<file path="src/rtl/assert_macros.svh">
// ----------------------------------------------------------------------------
// Assertion macros shared by the RTL files
// Immediate-implication and next-cycle implication checks with async reset.
// ----------------------------------------------------------------------------
`ifndef ASSERT_MACROS_SVH
`define ASSERT_MACROS_SVH

// ante holds -> cons holds in the same cycle
`define CHK_IMPLY(lbl, ck, rstn, ante, cons) \
    lbl: assert property (@(posedge ck) disable iff (!(rstn)) (ante) |-> (cons)) \
        else $error("assertion failed");

// ante holds -> cons holds in the next cycle
`define CHK_NEXT(lbl, ck, rstn, ante, cons) \
    lbl: assert property (@(posedge ck) disable iff (!(rstn)) (ante) |=> (cons)) \
        else $error("assertion failed");

`endif

</file>
<file path="src/rtl/gccld_pkg.sv">
// ----------------------------------------------------------------------------
// gccld_pkg
// Types and constants of the code/carrier lock detector.
// ----------------------------------------------------------------------------
`timescale 1ns / 1ps

package gccld_pkg;

    localparam int SAMPLE_BITS = 16;
    localparam int FRACTION_BITS = 16;
    localparam int PWR_BITS = 48;
    localparam int DIF_BITS = 49;
    localparam int CNO_BITS = 24;
    localparam int ROOT_BITS = 32;
    localparam int MUL_A_BITS = 33;
    localparam int MUL_B_BITS = 32;
    localparam int PROD_BITS = 65;
    localparam int NUM_BITS = 68;
    localparam int DEN_BITS = 65;
    localparam int DSH_BITS = 88;

    localparam logic [19:0] SCALE_HZ = 20'd1000000;
    localparam logic [CNO_BITS-1:0] CNO_MAX = {CNO_BITS{1'b1}};

    typedef enum logic [2:0] {
        REG_PERIOD   = 3'd0,
        REG_GAIN     = 3'd1,
        REG_NB_GAIN  = 3'd2,
        REG_CNO_THR  = 3'd3,
        REG_CARR_THR = 3'd4
    } reg_idx_t;

    typedef struct packed {
        logic [SAMPLE_BITS-1:0] old_i;
        logic [SAMPLE_BITS-1:0] old_q;
        logic [SAMPLE_BITS-1:0] new_i;
        logic [SAMPLE_BITS-1:0] new_q;
    } mag_t;

    typedef struct packed {
        logic [16:0]         period;
        logic [15:0]         gain;
        logic [15:0]         nb_gain;
        logic [CNO_BITS-1:0] cno_thr;
        logic [15:0]         carr_thr;
    } cfg_t;

    // |x| of a two's complement sample; the most negative value maps to 2^(N-1)
    function automatic logic [SAMPLE_BITS-1:0] magnitude(input logic [SAMPLE_BITS-1:0] x);
        magnitude = x[SAMPLE_BITS-1] ? (~x + 1'b1) : x;
    endfunction

endpackage

</file>
<file path="src/rtl/gccld_fifo.sv">
// ----------------------------------------------------------------------------
// gccld_fifo
// Short queue of magnitude sets between the front and the back end.
// ----------------------------------------------------------------------------
`timescale 1ns / 1ps
`include "assert_macros.svh"

module gccld_fifo
#(
    parameter int DEPTH = 2
)
(
    input  logic            clk,
    input  logic            rst_n,
    input  logic            push,
    input  gccld_pkg::mag_t wdata,
    output logic            full,
    input  logic            pop,
    output logic            rvalid,
    output gccld_pkg::mag_t rdata
);

    localparam int AW = (DEPTH > 1) ? $clog2(DEPTH) : 1;
    localparam int CW = $clog2(DEPTH + 1);

    gccld_pkg::mag_t mem [DEPTH];
    logic [AW-1:0] wr_ptr_reg;
    logic [AW-1:0] rd_ptr_reg;
    logic [CW-1:0] cnt_reg;

    assign full   = (cnt_reg == CW'(DEPTH));
    assign rvalid = (cnt_reg != '0);
    assign rdata  = mem[rd_ptr_reg];

    always_ff @(posedge clk)
    begin
        if (push)
        begin
            mem[wr_ptr_reg] <= wdata;
        end
    end

    always_ff @(posedge clk or negedge rst_n)
    begin
        if (!rst_n)
        begin
            wr_ptr_reg <= '0;
            rd_ptr_reg <= '0;
            cnt_reg    <= '0;
        end
        else
        begin
            if (push)
            begin
                wr_ptr_reg <= (wr_ptr_reg == AW'(DEPTH - 1)) ? '0 : wr_ptr_reg + 1'b1;
            end
            if (pop)
            begin
                rd_ptr_reg <= (rd_ptr_reg == AW'(DEPTH - 1)) ? '0 : rd_ptr_reg + 1'b1;
            end
            if (push && !pop)
            begin
                cnt_reg <= cnt_reg + 1'b1;
            end
            else if (pop && !push)
            begin
                cnt_reg <= cnt_reg - 1'b1;
            end
        end
    end

    `CHK_IMPLY(a_cnt_bound, clk, rst_n, 1'b1, cnt_reg <= CW'(DEPTH))
    `CHK_NEXT(a_cnt_inc, clk, rst_n, push && !pop, cnt_reg == $past(cnt_reg) + 1'b1)

endmodule

</file>
<file path="config.mk">
export PLATFORM = sky130hd
export DESIGN_NAME = gccld_fifo
export DESIGN_NICKNAME = d
export VERILOG_FILES = /design/src/rtl/gccld_pkg.sv /design/src/rtl/gccld_fifo.sv
export VERILOG_INCLUDE_DIRS = /design/src /design/src/rtl
export SDC_FILE = /design/constraint.sdc
export NUM_CORES = 1
export LEC_CHECK = 0
export ABC_AREA = 1
export BUFFER_PORTS_ARGS = -buffer_cell sky130_fd_sc_hd__buf_2
export CAP_MARGIN = 10
export CORE_MARGIN = 4
export CORE_UTILIZATION = 49
export CTS_BUF_LIST = sky130_fd_sc_hd__clkbuf_4 sky130_fd_sc_hd__clkbuf_8
export CTS_CLUSTER_DIAMETER = 200
export DETAILED_ROUTE_END_ITERATION = 6
export MAX_ROUTING_LAYER = met4
export PLACE_DENSITY = 0.81
export SLEW_MARGIN = 20
export SYNTH_ARGS = -nofsm -noshare
export SYNTH_HDL_FRONTEND = slang
export SYNTH_SLANG_ARGS = --single-unit
</file>
<file path="constraint.sdc">
create_clock -name clk -period 3.34 [get_ports clk]
set_clock_uncertainty 0.05 [all_clocks]
set_input_delay 0.167 -clock clk [delete_from_list [all_inputs] [get_ports clk]]
set_output_delay 0.167 -clock clk [all_outputs]
set_load 0.01 [all_outputs]
</file>
# Yosys cells after proc, flatten, opt, wreduce, memory -nomap -nowiden
# Memories as Yosys holds them, arrays and structs flattened.
# Cells that the tools add are included.
# totals
regBits	4
latchBits	0
ramBits	128
romBits	0
input_bits	68
out_inout_bits	66
memories	1
# mem_list
memory	words	width	rd	rd_clocked_by_memory_dff	write_ports	line	text
mem	2	64	1	0	1	gccld_fifo.sv:26	gccld_pkg::mag_t mem [DEPTH];
# classes
n_addsub	4
n_mul	0
div	0
n_lt_le_gt_ge	0
n_eq_ne	1
shifts	0
n_mux	6
bitwise_logic	0
reduce_logical	6
# op_table
cell	n
1-bit two-way mux	4
2-bit two-way mux	2
2-bit nonzero test	2
1-bit adder, second input constant	2
2-bit by 1-bit adder with 2-bit output, second input constant	1
2-bit == test, second input constant	1
1-bit logical AND	2
1-bit zero test	2
2-bit by 1-bit subtractor with 2-bit output, second input constant	1

# Longest topological paths before layout
# logic_depth
word_depth	4
ltp_mapped	7
depth_no_buf	7

# Worst setup path before layout
# No wires, ideal clock.
# synth_path
path_kind	register to register
start	register wr_ptr_reg
end	memory mem[0][0] in the netlist's numbering (enable)
setup_time_ns	0.488
arrival_time_ns	3.087
required_time_ns	2.802
path_slack_ns	-0.285
stages_incl_launch_ff	2
period_less_slack_ns	3.625
cell_sequence	dfrtp_1 nor2_1
# synth_rtl
item	line	text
start, declared	gccld_fifo.sv:27	logic [AW-1:0] wr_ptr_reg;
start signal, assigned	gccld_fifo.sv:55	wr_ptr_reg <= (wr_ptr_reg == AW'(DEPTH - 1)) ? '0 : wr_ptr_reg + 1'b1;
end, declared	gccld_fifo.sv:26	
# Straight into the memory's write port.

==> impl_metrics.tcl <==
set metrics [dict create \
    status "finished clean" \
    crit_type "register to output pin" \
    detail-route-antenna-nets 0 \
    worst-r2r-cell-count 2 \
    share_comb_of_total_power_pct 29.1 \
    worst_pin_slew_ns 0.831 \
    synth_cells 224 \
    fin_tns_setup_ns 0 \
    die_w_um 109 \
    cts_root_buf "clkbuf_8" \
    dieArea_mm2 0.0120 \
    port_buffers 133 \
    yosysSeqAreaShare_pct 78.4 \
    crit_slowest_cell "dfrtp_4" \
    gr-usage-all-layers_pct 17.2 \
    fin_crit_ns 2.46 \
    final_area_mm2 0.00695 \
    grt_pass1_wl_mm 14.5 \
    drv_slew 0 \
    crit_required_ns 3.12 \
    area_growth_pct 38.1 \
    ir_drop_mv 0.541 \
    vias_per_cell 4.65 \
    p_seq_share_pct 44.9 \
    slowest_delay_ns 0.92 \
    cts_tree "built" \
    rsz0062_at_grt "false" \
    hold_violations 0 \
    largest_reg_flops 128 \
    crit_family "flip-flops" \
    yosysTopAreaCellShare_pct 76.4 \
    synth_cell_types 14 \
    cts.path.max_buffers 2 \
    overflow 0 \
    synth.cell_area_mm2 0.00503 \
    yosys-top-cells-area "edfxtp_1 76%, mux2_4 15%, mux2_2 3.1%" \
    grt_max_degree 65 \
    wl_per_cell_um 16.2 \
    finalSetupViolCount 0 \
    wl_mm 9.50 \
    p_switching_w 0.00151 \
    grt_antenna_before_repair 0 \
    start_kind "register" \
    fin_util_pct 70.5 \
    dieHeight_um 109 \
    gp_congestion 0.657 \
    p_int_w 0.00389 \
    nets 510 \
    drive_gt1_share_pct 51.5 \
    grt_pass1_vias 3025 \
    crit_cells 3 \
    crit_fanout 43 \
    arrival_ns 2.24 \
    ys_ff_latch 132 \
    syn-num-nets 293 \
    htreeDepth 4 \
    layout_commonest_cell "buf_2" \
    drt_pre_antenna_iters 4 \
    power.leakage_nw 2.83 \
    avgSynthCellArea_um2 22.5 \
    end_kind "output pin" \
    switching_share_pct 28.0 \
    start_util_pct 51.0 \
    hpwl_mm 5.57 \
    core_mm2 0.00986 \
    path_clk_slew_ns 0.07 \
    hold_class "input pin to asynchronous set/reset pin" \
    layout_common_cells "133 x buf_2, 128 x edfxtp_1, 68 x dlygate4sd3_1" \
    io_pins 134 \
    fin_crit_sh_pct 73.6 \
    rows 36 \
    clock_latency_ns 0.42 \
    cts_sinks 132 \
    crit_path_cell_trace "buf_4, mux2_2, buf_2" \
    power_density_mw_per_mm2 776 \
    synth_top_area_cell "edfxtp_1" \
    placed_area_mm2 0.00584 \
    antennaDiodeCount 0 \
    cap_viol_max_count 0 \
    post_cts.repair.setup_buffers 0 \
    power_frac_clock_pct 26.0 \
    vias 2732 \
    cts_inserted_buffers 17 \
    max_freq_ghz 0.407 \
    drc 0 \
    crit_buf_inv 2 \
    yosysWarnings 0 \
    slew_headroom_pct 44.6 \
    drt_iter0_markers 84 \
]
worst register-to-register path, cell delays in order (launching register included):
cell and delay, ns:
dfrtp_1 0.43, nor2_4 0.11, buf_4 0.66
cells in the mapped netlist:
| library cell | instances |
|---|---|
| xor2_1 | 2 |
| nor2_1 | 2 |
| dfrtp_1 | 4 |
| xnor2_1 | 1 |
| nand2_1 | 6 |
| buf_6 | 6 |
| ha_1 | 1 |
| mux2_4 | 50 |
| nand4_1 | 1 |
| edfxtp_1 | 128 |
| mux2_2 | 14 |
| nand3_1 | 1 |
| buf_2 | 1 |
| inv_1 | 7 |
stage by stage:
stage                     std cells  power (W)  hold slack (ns)  worst slack, ns
after floorplan                 224    0.00348           -0.179            0.782
after global placement          487    0.00394          -0.0732             1.34
after detailed placement        487    0.00399          -0.0743             1.32
after CTS                       587    0.00545         0.000142            0.848
after global routing            587    0.00567           0.0337            0.759
final                           587    0.00540           0.0379            0.883
per-layer routing:
metal / vias to the layer above / track usage, % / wire [um] / share of wire, %
met1: 1305 / 18.8 / 3620 / 38
met4: 0 / 7.03 / 150 / 1.6
met2: 101 / 29.3 / 5140 / 54
met3: 16 / 5.17 / 587 / 6.2
li1: 1310 / - / - / -
met5: - / - / 0 / 0
cells by family after synthesis:
logic type    Yosys count  share of synthesized area [%]
fa+ha+maj               1                          0.249
xor+xnor                3                          0.522
flops                 132                           78.4
buf+inv                14                           1.96
simple gates           10                          0.821
mux                    64                           18.1
cell type report:
class                      instances  area [um2]
sequential                       132        3950
fill                             626        2910
timing repair buffer             205        1390
multi-input combinational         78         996
clock buffer                      18         241
clock inverter                    14         184
tap                              133         166
inverter                           7        26.3
worst paths after layout:
check                           start    endpoint  slack, ns
max                        rd_ptr_reg   rdata[44]       0.88
min                             rst_n  rd_ptr_reg       0.04
max reg2reg                wr_ptr_reg  mem[0][12]       1.70
min reg2reg                cnt_reg[1]  cnt_reg[1]       0.44
max in group asynchronous       rst_n  cnt_reg[0]       2.54
min in group clk            wdata[28]  mem[1][28]       0.42
power groups by stage:
stage / Combinational, W / Clock [W] / Sequential [W]
floorplan: 0.00117 / 0 / 0.00231
global placement: 0.00150 / 0 / 0.00244
detailed placement: 0.00152 / 0 / 0.00246
CTS: 0.00159 / 0.00143 / 0.00243
global route: 0.00169 / 0.00151 / 0.00247
finish: 0.00157 / 0.00140 / 0.00242
repair_timing:
item / in CTS / in global routing
hold buffers: 68 / 0
resized for setup: 0 / 0
endpoints found under the hold margin: 134 / 0
No activity file was read; power rests on OpenSTA's default activity.
