## config.mk

```make
export PLATFORM = sky130hd
export DESIGN_NAME = gccld_front
export DESIGN_NICKNAME = d
export VERILOG_FILES = /design/src/rtl/assert_macros.svh /design/src/rtl/gccld_pkg.sv /design/src/rtl/gccld_front.sv
export SDC_FILE = /design/constraint.sdc
export NUM_CORES = 1
export LEC_CHECK = 0
export BUFFER_PORTS_ARGS = -buffer_cell sky130_fd_sc_hd__buf_2
export CAP_MARGIN = 30
export CORE_MARGIN = 1.5
export CORE_UTILIZATION = 33
export DETAILED_ROUTE_END_ITERATION = 16
export PLACE_DENSITY_LB_ADDON = 0.08
export SLEW_MARGIN = 20
export SYNTH_ARGS = -nofsm -noshare
export SYNTH_HDL_FRONTEND = slang
export SYNTH_SLANG_ARGS = --single-unit
```

## constraint.sdc

```tcl
create_clock -name vclk -period 2
set_input_delay 0.4 -clock vclk [all_inputs]
set_output_delay 0.4 -clock vclk [all_outputs]
set_load 0.01 [all_outputs]
```

## src/rtl/assert_macros.svh

```systemverilog
// ----------------------------------------------------------------------------
// Assertion macros shared by the RTL files
// Immediate-implication and next-cycle implication checks with async reset.
// ----------------------------------------------------------------------------
`ifndef ASSERT_MACROS_SVH
`define ASSERT_MACROS_SVH

// ante holds -> cons holds in the same cycle
`define CHK_IMPLY(lbl, ck, rstn, ante, cons) \
    lbl: assert property (@(posedge ck) disable iff (!(rstn)) (ante) |-> (cons)) \
        else $error("assertion failed");

// ante holds -> cons holds in the next cycle
`define CHK_NEXT(lbl, ck, rstn, ante, cons) \
    lbl: assert property (@(posedge ck) disable iff (!(rstn)) (ante) |=> (cons)) \
        else $error("assertion failed");

`endif

```

## src/rtl/gccld_pkg.sv

```systemverilog
// ----------------------------------------------------------------------------
// gccld_pkg
// Types and constants of the code/carrier lock detector.
// ----------------------------------------------------------------------------
`timescale 1ns / 1ps

package gccld_pkg;

    localparam int SAMPLE_BITS = 16;
    localparam int FRACTION_BITS = 16;
    localparam int PWR_BITS = 48;
    localparam int DIF_BITS = 49;
    localparam int CNO_BITS = 24;
    localparam int ROOT_BITS = 32;
    localparam int MUL_A_BITS = 33;
    localparam int MUL_B_BITS = 32;
    localparam int PROD_BITS = 65;
    localparam int NUM_BITS = 68;
    localparam int DEN_BITS = 65;
    localparam int DSH_BITS = 88;

    localparam logic [19:0] SCALE_HZ = 20'd1000000;
    localparam logic [CNO_BITS-1:0] CNO_MAX = {CNO_BITS{1'b1}};

    typedef enum logic [2:0] {
        REG_PERIOD   = 3'd0,
        REG_GAIN     = 3'd1,
        REG_NB_GAIN  = 3'd2,
        REG_CNO_THR  = 3'd3,
        REG_CARR_THR = 3'd4
    } reg_idx_t;

    typedef struct packed {
        logic [SAMPLE_BITS-1:0] old_i;
        logic [SAMPLE_BITS-1:0] old_q;
        logic [SAMPLE_BITS-1:0] new_i;
        logic [SAMPLE_BITS-1:0] new_q;
    } mag_t;

    typedef struct packed {
        logic [16:0]         period;
        logic [15:0]         gain;
        logic [15:0]         nb_gain;
        logic [CNO_BITS-1:0] cno_thr;
        logic [15:0]         carr_thr;
    } cfg_t;

    // |x| of a two's complement sample; the most negative value maps to 2^(N-1)
    function automatic logic [SAMPLE_BITS-1:0] magnitude(input logic [SAMPLE_BITS-1:0] x);
        magnitude = x[SAMPLE_BITS-1] ? (~x + 1'b1) : x;
    endfunction

endpackage

```

## src/rtl/gccld_front.sv

```systemverilog
// ----------------------------------------------------------------------------
// gccld_front
// Input side: takes a transaction and pushes the four magnitudes to the queue.
// ----------------------------------------------------------------------------
`timescale 1ns / 1ps

module gccld_front
(
    input  logic                             in_valid,
    output logic                             in_stall,
    input  logic signed [gccld_pkg::SAMPLE_BITS-1:0] old_in_phase,
    input  logic signed [gccld_pkg::SAMPLE_BITS-1:0] old_quadrature,
    input  logic signed [gccld_pkg::SAMPLE_BITS-1:0] new_in_phase,
    input  logic signed [gccld_pkg::SAMPLE_BITS-1:0] new_quadrature,
    input  logic                             q_full,
    output logic                             q_push,
    output gccld_pkg::mag_t                  q_wdata
);

    assign in_stall = q_full;
    assign q_push   = in_valid && !q_full;

    always_comb
    begin
        q_wdata.old_i = gccld_pkg::magnitude(old_in_phase);
        q_wdata.old_q = gccld_pkg::magnitude(old_quadrature);
        q_wdata.new_i = gccld_pkg::magnitude(new_in_phase);
        q_wdata.new_q = gccld_pkg::magnitude(new_quadrature);
    end

endmodule

```

# == Yosys cells after proc, flatten, opt, wreduce, memory -nomap -nowiden ==
# Index checks and enable logic that the tools add are counted.
# Widths: inputs -> output; s select.
# word_totals
out_inout_bits,66
in_bits,66
register_bits,0
elab_cells,14
# op_classes
n_mux,4
n_bitwise,4
n_reduce_logical,2
add_sub_neg,4
# op_table
operator,count
$add 16x1->16 const B,4
$mux 16,4
$not 16->16,4
$logic_and 1x1->1,1
$logic_not 1->1,1

# == Logic depth before layout (Yosys ltp) ==
# Gate-level depths: netlist of run 1.
# logic_depth
word_depth,3
ltp_mapped,5
depth_no_buf,5

# == Worst setup path before layout of run 1 ==
# Ideal clock, no wire load.
# synth_timing
path_kind,input to output
from,input old_quadrature[8] (netlist name)
to,output q_wdata[47] (netlist name)
path_stages,3
arrival_ps,1847
n_path_buf,0
setup_slack_ps,-247
path_cell_list,or4_4 or4_4 nor4_1
# synth_rtl
element,line_no,rtl
"start, declared",gccld_front.sv:12,"input logic signed [gccld_pkg::SAMPLE_BITS-1:0] old_quadrature,"
"end, declared",gccld_front.sv:17,output gccld_pkg::mag_t q_wdata

==> impl_metrics.tcl, run 1 <==
set metrics [dict create \
    nClkBuffers 0 \
    synth_most_common_cell "xnor2_1" \
    die_w_um 64.1 \
    worstHoldPathCells 2 \
    hold_buffers 0 \
    startpoint_type "input pin" \
    ys_top_cells_by_area "xnor2_1 36%, o21ai_1 7.3%, nand2_1 6.7%, o41ai_1 6.4%, o31ai_1 6.1%" \
    fin_tns_setup_ns -3.37 \
    synthSimpleGateAreaFrac 0.270 \
    seqPwrFrac 0 \
    synthMuxAreaShare 0 \
    maxSlewHeadroom 0.619 \
    fin_crit_ns 2.36 \
    final_cells 408 \
    yosys.area_share.adder 0.0407 \
    fin_total_pwr_mw 0.681 \
    start_util 0.357 \
    nets 434 \
    leakagePower_nw 1.38 \
    cp-end-kind "output pin" \
    drc 0 \
    ant_nets 0 \
    num_rows 21 \
    p_int_mw 0.335 \
    synth_top_area_share 0.356 \
    antenna_cells 0 \
    io_buffers 132 \
    synth_cell_types 25 \
    hp-start "q_full" \
    fmax_ghz 0.423 \
    synth_compound_area_frac 0.240 \
    gp_congestion 0.815 \
    place_hpwl_mm 3.48 \
    die_y_um 64.1 \
    status "finished, violations left" \
    die_area_um2 4100 \
    routedWlPerCell_um 13.4 \
    grt_first_pass_wirelength_mm 7.82 \
    stdcell_area_um2 2960 \
    setup_violations 25 \
    worstSetupPathType "input pin to output pin" \
    hold_class "input pin to output pin" \
    fp.coreArea_um2 3440 \
    drt-pass1-iter-count 4 \
    yosysWarnings 0 \
    num_io_pins 132 \
    cp.arrival_ns 1.96 \
    p_sw_mw 0.346 \
    synthXorXnorAreaFrac 0.370 \
    layout_worst_path_cycle_share 1.18 \
    routed_wirelength_mm 5.48 \
    area_growth_syn_to_layout_pct 141 \
    synth_cells 182 \
    yosys-top-cells-count "50 x xnor2_1, 22 x nand2_1, 18 x o21ai_1" \
    syn_area_per_cell_um2 6.76 \
    final-hold-violation-count 0 \
    drv_cap 0 \
    required_ns 1.60 \
    setup_ws_ns -0.365 \
    rsz0062_at_grt "yes" \
    pre_cts_ws_ns -0.380 \
    regArea_um2 0 \
    clkPwrFrac 0 \
    violations "setup timing" \
    drive_above_1_share 0.691 \
    routed-via-count 2064 \
    dpl_cell_area_um2 2280 \
    comb_power_share 1.000 \
    yosysTopAreaCell "xnor2_1" \
    worstMarginPinSlew_ns 0.566 \
    p_sw_frac 0.508 \
    antenna_found_initial 0 \
    vias_per_cell 5.06 \
    fin_util 0.861 \
    gr-total-overflow 0 \
    synth.cell_area_um2 1230 \
    ys_seq_area_frac 0 \
    dpl.cell_count 400 \
    report.final.slew_viol_count 0 \
    grtUsageTotal 0.223 \
    grt_max_degree 17 \
    path_max_fanout 3 \
    min_to "in_stall" \
    vdd_drop_max_uv 172 \
    dr.first_iter.drc_count 107 \
    grt_pass1_vias 1816 \
    hold_slack_ns 1.00 \
    power_density_nw_per_um2 230 \
    seq_cells 0 \
    synth_top_family_by_area "XOR/XNOR gates" \
    synth.net_count 252 \
]
## routing by layer
| layer | vias up | wire length (um) | global-route usage |
|---|---|---|---|
| li1 | 1024 | - | - |
| met1 | 945 | 2210 | 0.275 |
| met2 | 93 | 2950 | 0.434 |
| met3 | 2 | 307 | 0.00880 |
| met4 | 0 | 14 | 0.0217 |
| met5 | - | 0 | 0 |
## how the worst max path moves through the flow
stage                      startpoint     endpoint  slack (ns)
global placement    old_quadrature[8]  q_wdata[46]       -0.37
detailed placement  old_quadrature[8]  q_wdata[46]       -0.38
global route        old_quadrature[8]  q_wdata[46]       -0.39
finish              old_quadrature[8]  q_wdata[46]       -0.36
CTS                 old_quadrature[8]  q_wdata[46]       -0.37
floorplan           old_quadrature[8]  q_wdata[46]       -0.15
## final cells by class
type / instances / area (um2)
Multi-Input combinational cell: 162 / 1640
Tap cell: 46 / 57.6
Timing Repair Buffer: 189 / 1220
Fill cell: 195 / 478
Inverter: 11 / 41.3
## power by group through the flow
stage	combinational (mW)	clock, mW	sequential [mW]
after floorplan	0.264	0	0
after global placement	0.552	0	0
after detailed placement	0.555	0	0
after CTS	0.628	0	0
after global routing	0.731	0	0
final	0.681	0	0
## worst max-delay path: stages
cell and delay (ns):
buf_6 0.09, or4_4 0.53, or4_4 0.47, o31ai_4 0.22, xnor2_2 0.12, buf_2 0.14
## timing repair
item                       4_1_cts  5_1_grt
gates cloned                     0        0
resized for setup               60       47
pin swaps                       32       26
setup endpoints to repair       33       35
buffers inserted                 6        2
## cells in the final DEF, fill, tap and decap left out, types with 6 or more instances in the layout
cell type / Yosys / routed
buf_2: 0 / 118
buf_4: 6 / 46
buf_6: 0 / 23
inv_1: 7 / 7
nand2_1: 22 / 18
nor4_4: 0 / 6
o21ai_2: 0 / 10
o31ai_4: 1 / 7
o41ai_4: 0 / 7
or4_4: 2 / 6
xnor2_1: 50 / 49
## cells by family after synthesis
family / after synthesis
xor gates and xnor gates: 52
buffers and inverters: 20
and+or+nand+nor: 62
AOI/OAI and AO/OA: 44
adders and majority gates: 4
No activity file was read; power rests on OpenSTA's default activity.
==> run 2, diff against run 1 <==
BUFFER_PORTS_ARGS = default   (was -buffer_cell sky130_fd_sc_hd__buf_2)
CORE_UTILIZATION = 30   (was 33)
DONT_BUFFER_PORTS = 1   (was default)
GPL_TIMING_DRIVEN = 0   (was default)
==> impl_metrics.tcl, run 2 (synthesis gave the netlist of run 1 again) <==
set metrics [dict create \
    status "finished, violations left" \
    place_hpwl_mm 2.91 \
    wl_met2_mm 1.96 \
    grt_first_pass_wirelength_mm 5.05 \
    hold_class "input pin to output pin" \
    grt_max_degree 11 \
    antenna_found_initial 0 \
    leakagePower_nw 0.441 \
    stdcell_area_um2 1480 \
    cp.arrival_ns 1.77 \
    fmax_ghz 0.461 \
    area_growth_syn_to_layout_pct 20.7 \
    report.final.slew_viol_count 0 \
    startpoint_type "input pin" \
    dr.first_iter.drc_count 16 \
    cp_top_family "simple AND/OR/NAND/NOR gates" \
    violations "setup timing" \
    nClkBuffers 0 \
    ant_nets 0 \
    io_buffers 0 \
    routed-via-count 1360 \
    regArea_um2 0 \
    drt-pass1-iter-count 4 \
    cp-end-kind "output pin" \
    gp_congestion 0.790 \
    fin_total_pwr_mw 0.307 \
    final_common_cell "xnor2_1" \
    routed.top_layer "met4" \
    critical_path.slowest_cell "or4_4" \
    drive_above_1_share 0.224 \
    start_util 0.310 \
    fp.coreArea_um2 3970 \
    required_ns 1.60 \
    die_w_um 67.0 \
    grt_pass1_vias 1211 \
    layout_worst_path_cycle_share 1.09 \
    num_rows 23 \
    seq_cells 0 \
    gr-total-overflow 0 \
    path_cells "or4_4, or4_4, nor4_2" \
    wl_met3_um 285 \
    final-hold-violation-count 0 \
    vdd_drop_max_uv 82.2 \
    path_max_fanout 3 \
    drc 0 \
    drv_cap 0 \
    met1_length_mm 1.21 \
    grtUsageTotal 0.134 \
    num_io_pins 132 \
    routed_wirelength_mm 3.47 \
    antenna_cells 0 \
    dpl.cell_count 232 \
    cp_common_cell "or4_4" \
    slowest_delay_ns 0.52 \
    die_y_um 67.0 \
    fin_crit_ns 2.17 \
    vias_per_cell 5.84 \
    routedWlPerCell_um 14.9 \
    maxSlewHeadroom 0.637 \
    path_buf_inv 0 \
    mostFrequentLayoutCells "47 x xnor2_1, 21 x nand2_1, 16 x o21ai_1, 9 x o31ai_1, 8 x nand2b_1" \
    fin_util 0.374 \
    worstMarginPinSlew_ns 0.540 \
    setup_ws_ns -0.170 \
    nets 255 \
    power_density_nw_per_um2 207 \
    die_area_um2 4490 \
    dpl_cell_area_um2 1310 \
    worstSetupPathType "input pin to output pin" \
    rsz0062_at_grt "yes" \
    final_cells 233 \
    setup_violations 5 \
]
==> run 2: cell count changes in the layout (fill, tap and decap cells not counted), sizes merged <==
cell / previous run / this run
buf: 189 / 7
clkbuf: 0 / 3
==> run 2: cell type report <==
cell class	count	area, um2
inverters	11	41.3
fillers	418	2490
well taps	50	62.6
repair buffers	1	7.51
plain buffers	9	56.3
multi-input cells	162	1320
==> run 2: what timing repair did <==
item / CTS / global route
endpoints found under the setup margin: 12 / 20
buffers inserted: 1 / 0
cloned: 0 / 0
hold buffers: 0 / 0
pin swaps: 2 / 2
gates resized for setup: 8 / 18
==> run 2: power by group <==
group	total, mW	internal, mW	switching [mW]
Sequential	0	0	0
Combinational	0.307	0.129	0.178
Clock	0	0	0
==> run 2: per-layer routing <==
metal / up-vias / global-route usage
met3: 2 / 0.0152
met4: 0 / 0.0102
met2: 68 / 0.285
li1: 649 / -
met1: 641 / 0.141
met5: - / 0
==> run 2: path summary, 6_finish.rpt <==
kind	from	end	slack, ns	depth (start not counted)
max	old_quadrature[8]	q_wdata[47]	-0.17	3
min	new_quadrature[14]	q_wdata[15]	0.83	1
==> run 2: metrics by stage <==
stage / hold WS (ns) / TNS [ns] / setup WS (ns)
after floorplan: 0.834 / -0.573 / -0.155
final: 0.831 / -0.704 / -0.170
after detailed placement: 0.839 / -1.26 / -0.202
after global routing: 0.835 / -0.883 / -0.201
after global placement: 0.838 / -1.13 / -0.195
after CTS: 0.839 / -0.794 / -0.179
